[src/rtl/ast_pkg.sv]
// ============================================================================
// Angle slew turner package
// Shared widths, command codes and the divider control types.
// ============================================================================
package ast_pkg;

    localparam int CMD_W   = 3;
    localparam int TIME_W  = 32;
    localparam int TURN_W  = 32;
    localparam int ANGLE_W = 16;
    localparam int RATE_W  = 16;
    localparam int PROD_W  = TIME_W + RATE_W;
    localparam int DIV_STEPS = TURN_W;
    localparam int DIV_CNT_W = $clog2(DIV_STEPS);

    localparam logic [CMD_W-1:0] CMD_QUERY    = 3'd0;
    localparam logic [CMD_W-1:0] CMD_TURN_BY  = 3'd1;
    localparam logic [CMD_W-1:0] CMD_TURN_TO  = 3'd2;
    localparam logic [CMD_W-1:0] CMD_SET_RATE = 3'd3;
    localparam logic [CMD_W-1:0] CMD_RESET    = 3'd4;

    localparam logic [TIME_W-1:0] TIME_SAT = {TIME_W{1'b1}};

    typedef struct packed {
        logic              start;
        logic [TURN_W-1:0] dividend;
        logic [RATE_W-1:0] divisor;
    } t_div_ctl;

    typedef struct packed {
        logic              done;
        logic [TURN_W-1:0] quotient;
    } t_div_stat;

endpackage

[src/rtl/ast_cmd_if.sv]
// ============================================================================
// Command channel
// Valid/ready channel carrying one command item.
// ============================================================================
interface ast_cmd_if;
    logic                                valid;
    logic                                ready;
    logic [ast_pkg::CMD_W-1:0]           cmd;
    logic [ast_pkg::TIME_W-1:0]          time_req;
    logic signed [ast_pkg::TURN_W-1:0]   turn_amount;
    logic [ast_pkg::ANGLE_W-1:0]         target_angle;
    logic [ast_pkg::RATE_W-1:0]          new_rate;
    logic [ast_pkg::ANGLE_W-1:0]         new_start_angle;

    modport source (
        output valid, cmd, time_req, turn_amount, target_angle, new_rate, new_start_angle,
        input  ready
    );
    modport sink (
        input  valid, cmd, time_req, turn_amount, target_angle, new_rate, new_start_angle,
        output ready
    );
endinterface

[src/rtl/ast_res_if.sv]
// ============================================================================
// Result channel
// Valid/ready channel carrying one result item.
// ============================================================================
interface ast_res_if;
    logic                                valid;
    logic                                ready;
    logic [ast_pkg::ANGLE_W-1:0]         current_angle;
    logic signed [ast_pkg::TURN_W-1:0]   remaining_turn;
    logic [ast_pkg::TIME_W-1:0]          turn_time;

    modport source (
        output valid, current_angle, remaining_turn, turn_time,
        input  ready
    );
    modport sink (
        input  valid, current_angle, remaining_turn, turn_time,
        output ready
    );
endinterface

[src/rtl/ast_div.sv]
// ============================================================================
// Angle slew turner divider
// Radix-2 restoring divider, one quotient bit per cycle.
// ============================================================================
module ast_div (
    input  logic               i_clk,
    input  logic               i_rst_n,
    input  ast_pkg::t_div_ctl  i_ctl,
    output ast_pkg::t_div_stat o_stat
);

    logic                               r_run;
    logic                               r_done;
    logic [ast_pkg::DIV_CNT_W-1:0]      r_cnt;
    logic [ast_pkg::TURN_W-1:0]         r_work;
    logic [ast_pkg::RATE_W-1:0]         r_part;
    logic [ast_pkg::RATE_W-1:0]         r_div;

    logic [ast_pkg::RATE_W:0]           w_shift;
    logic [ast_pkg::RATE_W:0]           w_diff;
    logic                               w_ge;

    // shift in the next dividend bit and trial-subtract
    assign w_shift = {r_part, r_work[ast_pkg::TURN_W-1]};
    assign w_ge    = (w_shift >= {1'b0, r_div});
    assign w_diff  = w_shift - {1'b0, r_div};

    always_ff @(posedge i_clk) begin
        if (!i_rst_n) begin
            r_run  <= 1'b0;
            r_done <= 1'b0;
            r_cnt  <= '0;
        end else begin
            r_done <= 1'b0;
            if (i_ctl.start) begin
                r_run  <= 1'b1;
                r_cnt  <= '0;
            end else if (r_run) begin
                r_cnt <= r_cnt + 1'b1;
                if (r_cnt == ast_pkg::DIV_CNT_W'(ast_pkg::DIV_STEPS - 1)) begin
                    r_run  <= 1'b0;
                    r_done <= 1'b1;
                end
            end
        end
    end

    always_ff @(posedge i_clk) begin
        if (i_ctl.start) begin
            r_work <= i_ctl.dividend;
            r_part <= '0;
            r_div  <= i_ctl.divisor;
        end else if (r_run) begin
            r_work <= {r_work[ast_pkg::TURN_W-2:0], w_ge};
            r_part <= w_ge ? w_diff[ast_pkg::RATE_W-1:0] : w_shift[ast_pkg::RATE_W-1:0];
        end
    end

    assign o_stat.done     = r_done;
    assign o_stat.quotient = r_work;

endmodule

[src/rtl/angle_slew_turner_top.sv]
// ============================================================================
// Angle slew turner
// Rate-limited binary-angle ramp generator with turn time estimate.
// ============================================================================
// The block tracks an angle (65536 units to a turn) that slews toward its goal
// at a fixed rate in units per tick. Each command item carries a timestamp;
// the block first folds in the turn made since the previous command (rate
// times elapsed ticks, clamped to the remaining turn, nothing if the elapsed
// time is not positive), then applies the command: query, turn by, turn to by
// the shortest route (an exact half turn goes negative), set rate, or reset.
// One result item comes back per command. The command port is busy while an
// item is worked on: every command passes through the multiply, fold and
// command states, and turn by and turn to then run the shared radix-2 divider
// computing |remaining turn| / rate, one quotient bit a cycle (with a zero
// rate the time saturates and the divider is skipped). A finished result sits
// in an output register, so the next item may be accepted while it waits to
// be taken.
// ============================================================================
module angle_slew_turner_top (
    input  logic          i_clk,
    input  logic          i_rst_n,
    ast_cmd_if.sink       i_cmd,
    ast_res_if.source     o_res
);

    // sequencer states
    localparam logic [2:0] S_IDLE = 3'd0;
    localparam logic [2:0] S_MUL  = 3'd1;
    localparam logic [2:0] S_FOLD = 3'd2;
    localparam logic [2:0] S_CMD  = 3'd3;
    localparam logic [2:0] S_DIV  = 3'd4;
    localparam logic [2:0] S_OUT  = 3'd5;

    logic [2:0]                          r_state;

    // latched command item
    logic [ast_pkg::CMD_W-1:0]           r_cmd;
    logic [ast_pkg::TIME_W-1:0]          r_time;
    logic [ast_pkg::TURN_W-1:0]          r_amount;
    logic [ast_pkg::ANGLE_W-1:0]         r_target;
    logic [ast_pkg::RATE_W-1:0]          r_new_rate;
    logic [ast_pkg::ANGLE_W-1:0]         r_new_start;

    // slew state
    logic [ast_pkg::TIME_W-1:0]          r_start_time;
    logic [ast_pkg::ANGLE_W-1:0]         r_base;
    logic [ast_pkg::TURN_W-1:0]          r_rem;
    logic [ast_pkg::RATE_W-1:0]          r_rate;

    // fold-in and result work registers
    logic [ast_pkg::PROD_W-1:0]          r_made;
    logic                                r_fold_en;
    logic [ast_pkg::TIME_W-1:0]          r_ttime;

    // output register
    logic                                r_out_valid;
    logic [ast_pkg::ANGLE_W-1:0]         r_out_angle;
    logic [ast_pkg::TURN_W-1:0]          r_out_rem;
    logic [ast_pkg::TIME_W-1:0]          r_out_ttime;

    logic                                w_accept;
    logic                                w_out_free;
    logic                                w_is_turn;
    logic [ast_pkg::TIME_W-1:0]          w_elapsed;
    logic [ast_pkg::TURN_W-1:0]          w_rem_mag;
    logic [ast_pkg::TURN_W-1:0]          w_made_clip;
    logic [ast_pkg::TURN_W-1:0]          w_delta;
    logic [ast_pkg::ANGLE_W-1:0]         n_base;
    logic [ast_pkg::TURN_W-1:0]          n_rem;
    logic [ast_pkg::ANGLE_W-1:0]         w_diff;
    logic [ast_pkg::TURN_W-1:0]          n_cmd_rem;
    logic [ast_pkg::TURN_W-1:0]          w_cmd_mag;

    ast_pkg::t_div_ctl                   w_div_ctl;
    ast_pkg::t_div_stat                  w_div_stat;

    assign i_cmd.ready = (r_state == S_IDLE);
    assign w_accept    = i_cmd.valid && i_cmd.ready;
    assign w_out_free  = !r_out_valid || o_res.ready;

    // elapsed ticks since the last command, wrapping
    assign w_elapsed = r_time - r_start_time;

    // clamp the turn made to the remaining magnitude and give it its sign
    assign w_rem_mag   = r_rem[ast_pkg::TURN_W-1] ? (~r_rem + 1'b1) : r_rem;
    assign w_made_clip = (r_made > {{(ast_pkg::PROD_W-ast_pkg::TURN_W){1'b0}}, w_rem_mag})
                         ? w_rem_mag : r_made[ast_pkg::TURN_W-1:0];
    assign w_delta     = r_rem[ast_pkg::TURN_W-1] ? (~w_made_clip + 1'b1) : w_made_clip;
    assign n_base      = r_base + w_delta[ast_pkg::ANGLE_W-1:0];
    assign n_rem       = r_rem - w_delta;

    // new remaining turn for turn commands; shortest route wraps as signed 16 bits
    assign w_is_turn = (r_cmd == ast_pkg::CMD_TURN_BY) || (r_cmd == ast_pkg::CMD_TURN_TO);
    assign w_diff    = r_target - r_base;
    assign n_cmd_rem = (r_cmd == ast_pkg::CMD_TURN_BY) ? r_amount
                     : {{(ast_pkg::TURN_W-ast_pkg::ANGLE_W){w_diff[ast_pkg::ANGLE_W-1]}}, w_diff};
    assign w_cmd_mag = n_cmd_rem[ast_pkg::TURN_W-1] ? (~n_cmd_rem + 1'b1) : n_cmd_rem;

    assign w_div_ctl.start    = (r_state == S_CMD) && w_is_turn && (r_rate != '0);
    assign w_div_ctl.dividend = w_cmd_mag;
    assign w_div_ctl.divisor  = r_rate;

    ast_div u_div (
        .i_clk  (i_clk),
        .i_rst_n(i_rst_n),
        .i_ctl  (w_div_ctl),
        .o_stat (w_div_stat)
    );

    // sequencer and slew state
    always_ff @(posedge i_clk) begin
        if (!i_rst_n) begin
            r_state      <= S_IDLE;
            r_start_time <= '0;
            r_base       <= '0;
            r_rem        <= '0;
            r_rate       <= '0;
            r_out_valid  <= 1'b0;
        end else begin
            if (r_out_valid && o_res.ready) begin
                r_out_valid <= 1'b0;
            end
            case (r_state)
                S_IDLE: begin
                    if (w_accept) begin
                        r_state <= S_MUL;
                    end
                end
                S_MUL: begin
                    r_state <= S_FOLD;
                end
                S_FOLD: begin
                    // fold in the turn made, or load the reset values
                    r_start_time <= r_time;
                    if (r_cmd == ast_pkg::CMD_RESET) begin
                        r_base <= r_new_start;
                        r_rem  <= '0;
                    end else if (r_fold_en) begin
                        r_base <= n_base;
                        r_rem  <= n_rem;
                    end
                    r_state <= S_CMD;
                end
                S_CMD: begin
                    if (w_is_turn) begin
                        r_rem <= n_cmd_rem;
                    end
                    if (r_cmd == ast_pkg::CMD_SET_RATE) begin
                        r_rate <= r_new_rate;
                    end
                    r_state <= w_div_ctl.start ? S_DIV : S_OUT;
                end
                S_DIV: begin
                    if (w_div_stat.done) begin
                        r_state <= S_OUT;
                    end
                end
                S_OUT: begin
                    if (w_out_free) begin
                        r_out_valid <= 1'b1;
                        r_state     <= S_IDLE;
                    end
                end
                default: begin
                    r_state <= S_IDLE;
                end
            endcase
        end
    end

    // payload registers
    always_ff @(posedge i_clk) begin
        if (w_accept) begin
            r_cmd       <= i_cmd.cmd;
            r_time      <= i_cmd.time_req;
            r_amount    <= i_cmd.turn_amount;
            r_target    <= i_cmd.target_angle;
            r_new_rate  <= i_cmd.new_rate;
            r_new_start <= i_cmd.new_start_angle;
        end
        if (r_state == S_MUL) begin
            r_made    <= {{ast_pkg::TIME_W{1'b0}}, r_rate}
                       * {{ast_pkg::RATE_W{1'b0}}, w_elapsed};
            r_fold_en <= (w_elapsed != '0) && !w_elapsed[ast_pkg::TIME_W-1]
                         && (r_rem != '0) && (r_cmd != ast_pkg::CMD_RESET);
        end
        if (r_state == S_CMD) begin
            // zero rate saturates the time; other commands report zero
            r_ttime <= (w_is_turn && (r_rate == '0)) ? ast_pkg::TIME_SAT : '0;
        end
        if ((r_state == S_DIV) && w_div_stat.done) begin
            r_ttime <= w_div_stat.quotient;
        end
        if ((r_state == S_OUT) && w_out_free) begin
            r_out_angle <= r_base;
            r_out_rem   <= r_rem;
            r_out_ttime <= r_ttime;
        end
    end

    assign o_res.valid          = r_out_valid;
    assign o_res.current_angle  = r_out_angle;
    assign o_res.remaining_turn = r_out_rem;
    assign o_res.turn_time      = r_out_ttime;

endmodule
[src/flat_wrapper.sv]
// flat-port wrapper written by rule: the top's interface ports become plain ports
module angle_slew_turner_top_flat 
  (i_clk, i_rst_n, i_cmd_valid, i_cmd_cmd, i_cmd_time_req, i_cmd_turn_amount, i_cmd_target_angle, i_cmd_new_rate, i_cmd_new_start_angle, i_cmd_ready, o_res_valid, o_res_current_angle, o_res_remaining_turn, o_res_turn_time, o_res_ready);
  ast_cmd_if i_cmd_i ();
  ast_res_if o_res_i ();
  input  logic i_clk;
  input  logic i_rst_n;
  input wire logic [$bits(i_cmd_i.valid)-1:0] i_cmd_valid;
  input wire logic [$bits(i_cmd_i.cmd)-1:0] i_cmd_cmd;
  input wire logic [$bits(i_cmd_i.time_req)-1:0] i_cmd_time_req;
  input wire logic [$bits(i_cmd_i.turn_amount)-1:0] i_cmd_turn_amount;
  input wire logic [$bits(i_cmd_i.target_angle)-1:0] i_cmd_target_angle;
  input wire logic [$bits(i_cmd_i.new_rate)-1:0] i_cmd_new_rate;
  input wire logic [$bits(i_cmd_i.new_start_angle)-1:0] i_cmd_new_start_angle;
  output wire logic [$bits(i_cmd_i.ready)-1:0] i_cmd_ready;
  output wire logic [$bits(o_res_i.valid)-1:0] o_res_valid;
  output wire logic [$bits(o_res_i.current_angle)-1:0] o_res_current_angle;
  output wire logic [$bits(o_res_i.remaining_turn)-1:0] o_res_remaining_turn;
  output wire logic [$bits(o_res_i.turn_time)-1:0] o_res_turn_time;
  input wire logic [$bits(o_res_i.ready)-1:0] o_res_ready;
  assign i_cmd_i.valid = i_cmd_valid;
  assign i_cmd_i.cmd = i_cmd_cmd;
  assign i_cmd_i.time_req = i_cmd_time_req;
  assign i_cmd_i.turn_amount = i_cmd_turn_amount;
  assign i_cmd_i.target_angle = i_cmd_target_angle;
  assign i_cmd_i.new_rate = i_cmd_new_rate;
  assign i_cmd_i.new_start_angle = i_cmd_new_start_angle;
  assign i_cmd_ready = i_cmd_i.ready;
  assign o_res_valid = o_res_i.valid;
  assign o_res_current_angle = o_res_i.current_angle;
  assign o_res_remaining_turn = o_res_i.remaining_turn;
  assign o_res_turn_time = o_res_i.turn_time;
  assign o_res_i.ready = o_res_ready;
  angle_slew_turner_top u_core (.i_clk(i_clk), .i_rst_n(i_rst_n), .i_cmd(i_cmd_i), .o_res(o_res_i));
endmodule
[config.mk]
export PLATFORM = sky130hd
export DESIGN_NAME = angle_slew_turner_top_flat
export DESIGN_NICKNAME = d
export VERILOG_FILES = /design/src/rtl/ast_pkg.sv /design/src/rtl/ast_cmd_if.sv /design/src/rtl/ast_res_if.sv /design/src/rtl/ast_div.sv /design/src/rtl/angle_slew_turner_top.sv /design/src/flat_wrapper.sv
export SDC_FILE = /design/constraint.sdc
export NUM_CORES = 2
export LEC_CHECK = 0
export ABC_AREA = 1
export ABC_CLOCK_PERIOD_IN_PS = 22100
export BUFFER_PORTS_ARGS = -buffer_cell sky130_fd_sc_hd__clkbuf_2
export CORE_MARGIN = 2
export CORE_UTILIZATION = 40
export CTS_BUF_LIST = sky130_fd_sc_hd__clkbuf_8
export DETAILED_ROUTE_END_ITERATION = 12
export GPL_TIMING_DRIVEN = 0
export PLACE_DENSITY = 0.54
export SLEW_MARGIN = 20
export SYNTH_ARGS = -nofsm -noshare
export SYNTH_HDL_FRONTEND = slang
export SYNTH_HIERARCHICAL = 1
export SYNTH_SLANG_ARGS = --single-unit
[constraint.sdc]
create_clock -name i_clk -period 22.1 [get_ports i_clk]
set_clock_uncertainty 0.05 [all_clocks]
set_input_delay 6.63 -clock i_clk [delete_from_list [all_inputs] [get_ports i_clk]]
set_output_delay 6.63 -clock i_clk [all_outputs]
set_load 0.02 [all_outputs]
==> impl_metrics.csv <==
group,metric,value,unit
drt,firstDrtPassIters,6,
clocking,cts_root_buf,"clkbuf_8",
worst_setup_path,timing_worst_setup_path_type,"flip-flop to flip-flop",
worst_setup_path,critPathLaunch,"u_core/r_time[2]$_DFFE_PP_",
synthesis,yosys_register_bits,447,
drt,drt_first_iter_violations,2417,
synthesis,ys_warn_count,6,
clocking,hold_buffers,0,
worst_setup_path,cp.arrival,9.81,ns
timing,fmax,106,MHz
drt,drt-total-wl,136000,um
synthesis,synth_flop_cell,"edfxtp_1",
worst_setup_path,crit_buf_inv,5,
min_path,min_from,"u_core/r_ttime[7]$_DFFE_PP_",
worst_setup_path,crit_slowest_cell,"xnor2_1",
synthesis,ys_seq_area_share,29.1,%
finish,area.growth.synth_to_final,11.1,%
worst_setup_path,end_kind,"flip-flop",
worst_setup_path,worstSetupStartpointType,"flip-flop",
placement,globalplace.congestion,0.965,
global_route,grt_max_degree,34,
synthesis,synth_cell_type_count,66,
pwr,ir_drop,0.0504,mV
clocking,cts_resized,0,
synthesis,synth_top_family_by_area,"adder cells",
clocking,cts_setup_buffers,0,
synthesis,synth.top_cells.by_count,"nand2_1, inv_1, nor2_1, fa_1, edfxtp_1",
clocking,cts_buffers,82,
clocking,cts_buffer_depth,3,
placement,io_buffer_count,200,
synthesis,yosysTopAreaCell,"edfxtp_1",
timing,finalHoldViolations,0,
synthesis,synth_compound_area_share,8.83,%
worst_setup_path,rr_startpoint,"u_core/r_time[2]$_DFFE_PP_",
synthesis,synth_area_leaders,"edfxtp_1, fa_1, nand2_1, ha_1, inv_1",
synthesis,synthCells,5094,
floorplan,rows,118,
outcome,status,"complete, no violations",
synthesis,synth_simple_gate_area_share,20.9,%
floorplan,ioPinCount,201,
floorplan,core,104000,um2
synthesis,synth_nets,5901,
timing,max-slew-margin-rel,20.8,%
clocking,insertion_delay,0.74,ns
synthesis,synth_edf_count,324,
min_path,hold_class,"flip-flop to flip-flop",
placement,dp_hpwl,112000,um
timing,setup_viol,0,
pwr,finalPower,0.00398,W
worst_setup_path,cp_top_family,"adder cells",
clocking,path_clk_slew,0.06,ns
global_route,grt_overflow,0,
clocking,cts_tree,"done",
finish,drive_gt1_share,9.11,%
timing,worst_pin_slew,1.18,ns
clocking,htreeDepth,3,
timing,holdWs,0.361,ns
floorplan,die_w,327,um
drt,num_vias,35000,
pwr,powerDensity,85.5,nW/um2
synthesis,synthAdderAreaFrac,28.2,%
floorplan,die_h,327,um
timing,rsz0062_at_grt,"false",
synthesis,synth-xor-area-share,3.24,%
synthesis,synthArstFlopShare,0,%
worst_setup_path,crit_path_frequent_cell,"fa_1",
timing,min_period_over_period,42.6,%
synthesis,synth_area,41800,um2
floorplan,die-area,107000,um2
global_route,grt_use_total,25.7,%
global_route,grt_pass1_wl,209000,um
global_route,grt_pass1_vias,35800,
job,maxCapViolCount,0,
drt,vias_per_cell,5.12,
timing,tns,0,ns
worst_setup_path,critPathMaxStageDelay,0.79,ns
drt,drc_errors,0,
drt,ant_nets,0,
synthesis,yosys-mux-area-fraction,0,%
synthesis,synth_most_common_cell,"nand2_1",
synthesis,yosysTopAreaCellShare,23.3,%
floorplan,initial_utilization,40.4,%
worst_setup_path,crit_required,22.50,ns
global_route,antenna_found_initial,2,
timing,maxSlewViolCount,0,
clocking,cts_sinks,447,
worst_setup_path,critPathMaxFanout,10,
pwr,leakage,21.7,nW
timing,fin_crit,9.41,ns
drt,wl_per_cell,19.8,um
synthesis,syn_area_per_cell,8.21,um2
finish,nets,6203,
-- final cells by class --
type                            count  area [um2]
Buffer                            160         683
Sequential cell                   447       12200
Multi-Input combinational cell   3585       25600
Clock buffer                       92        1270
Fill cell                       10600       57100
Timing Repair Buffer              218        1210
Tap cell                         1380        1730
Clock inverter                     61         434
Inverter                          902        3390
Antenna cell                        1        2.50
-- per-layer routing --
layer	up-vias	part of all wire (%)	track usage [%]
met3	267	5.8	3.74
met2	1152	49	45.2
met4	0	4.2	10.2
li1	16700	-	-
met1	16900	41	31.5
met5	-	0	0
-- cells in the final DEF, fill, tap and decap left out, types with 110 or more instances in the layout --
master | netlist | final
a21oi_1 | 282 | 282
clkbuf_1 | 136 | 136
clkbuf_2 | 0 | 200
dfxtp_1 | 123 | 123
edfxtp_1 | 324 | 324
fa_1 | 423 | 423
ha_1 | 265 | 265
inv_1 | 875 | 895
nand2_1 | 1181 | 1180
nand3_1 | 207 | 207
nor2_1 | 481 | 479
o21ai_0 | 224 | 224
xor2_1 | 110 | 110
-- logic make-up (layout without fill, tap and decap cells) --
logic type,after synthesis,after routing
compound gates,660,660
simple gates,2082,2082
xor+xnor,155,155
buf+inv,1062,1433
flops,447,447
other cells,0,1
fa+ha+maj,688,688
-- power breakdown --
group / leakage [nW] / switching (W) / internal, W
clock: 0.947 / 0.000388 / 0.000437
sequential: 4.05 / 0.0000763 / 0.00101
combinational: 16.7 / 0.00145 / 0.000613
total: 21.7 / 0.00192 / 0.00206
-- through the flow --
| stage | util [%] | area (um2) | worst slack (ns) | std cells |
|---|---|---|---|---|
| finish | 44.9 | 46500 | 12.69 | 6846 |
| global route | 44.9 | 46500 | 12.09 | 6846 |
| CTS | 44.9 | 46500 | 12.66 | 6845 |
| detailed placement | 43.2 | 44800 | 12.70 | 6692 |
| global placement | 43.0 | 44600 | 2.35 | 6674 |
| floorplan | - | 41800 | 6.92 | 5094 |
-- worst reg2reg max path, delay by kind of cell (launching register included) --
kind	cells	cell delay, ns
compound gates	10	2.63
xor+xnor	2	0.89
fa+ha+maj	8	3.71
buf+inv	5	0.64
flops	1	0.40
simple gates	6	0.84
-- final timing paths --
kind / end / slack [ns] / cells past startpoint
worst max-delay path: u_core/r_made[41]$_DFFE_PP_ / 12.69 / 31
worst max register to register: u_core/r_made[41]$_DFFE_PP_ / 12.69 / 31
worst min register to register: u_core/o_res.turn_time[7]$_DFFE_PP_ / 0.36 / 0
worst min-delay path: u_core/o_res.turn_time[7]$_DFFE_PP_ / 0.36 / 0
-- registers in the layout (all words and copies together), names as in the netlist, 3 cells and up --
register                     flops
u_core/r_new_start              16
u_core/r_base                   16
u_core/u_div/r_cnt               5
u_core/o_res.current_angle      16
u_core/r_start_time             32
u_core/r_made                   48
u_core/u_div/r_div              16
u_core/r_new_rate               16
u_core/o_res.remaining_turn     32
u_core/r_rem                    32
u_core/r_cmd                     3
u_core/o_res.turn_time          32
u_core/u_div/r_work             32
u_core/r_rate                   16
u_core/r_time                   32
u_core/u_div/r_part             16
u_core/r_state                   3
u_core/r_target                 16
u_core/r_amount                 32
u_core/r_ttime                  32
Power figures use the tool's default switching activity.
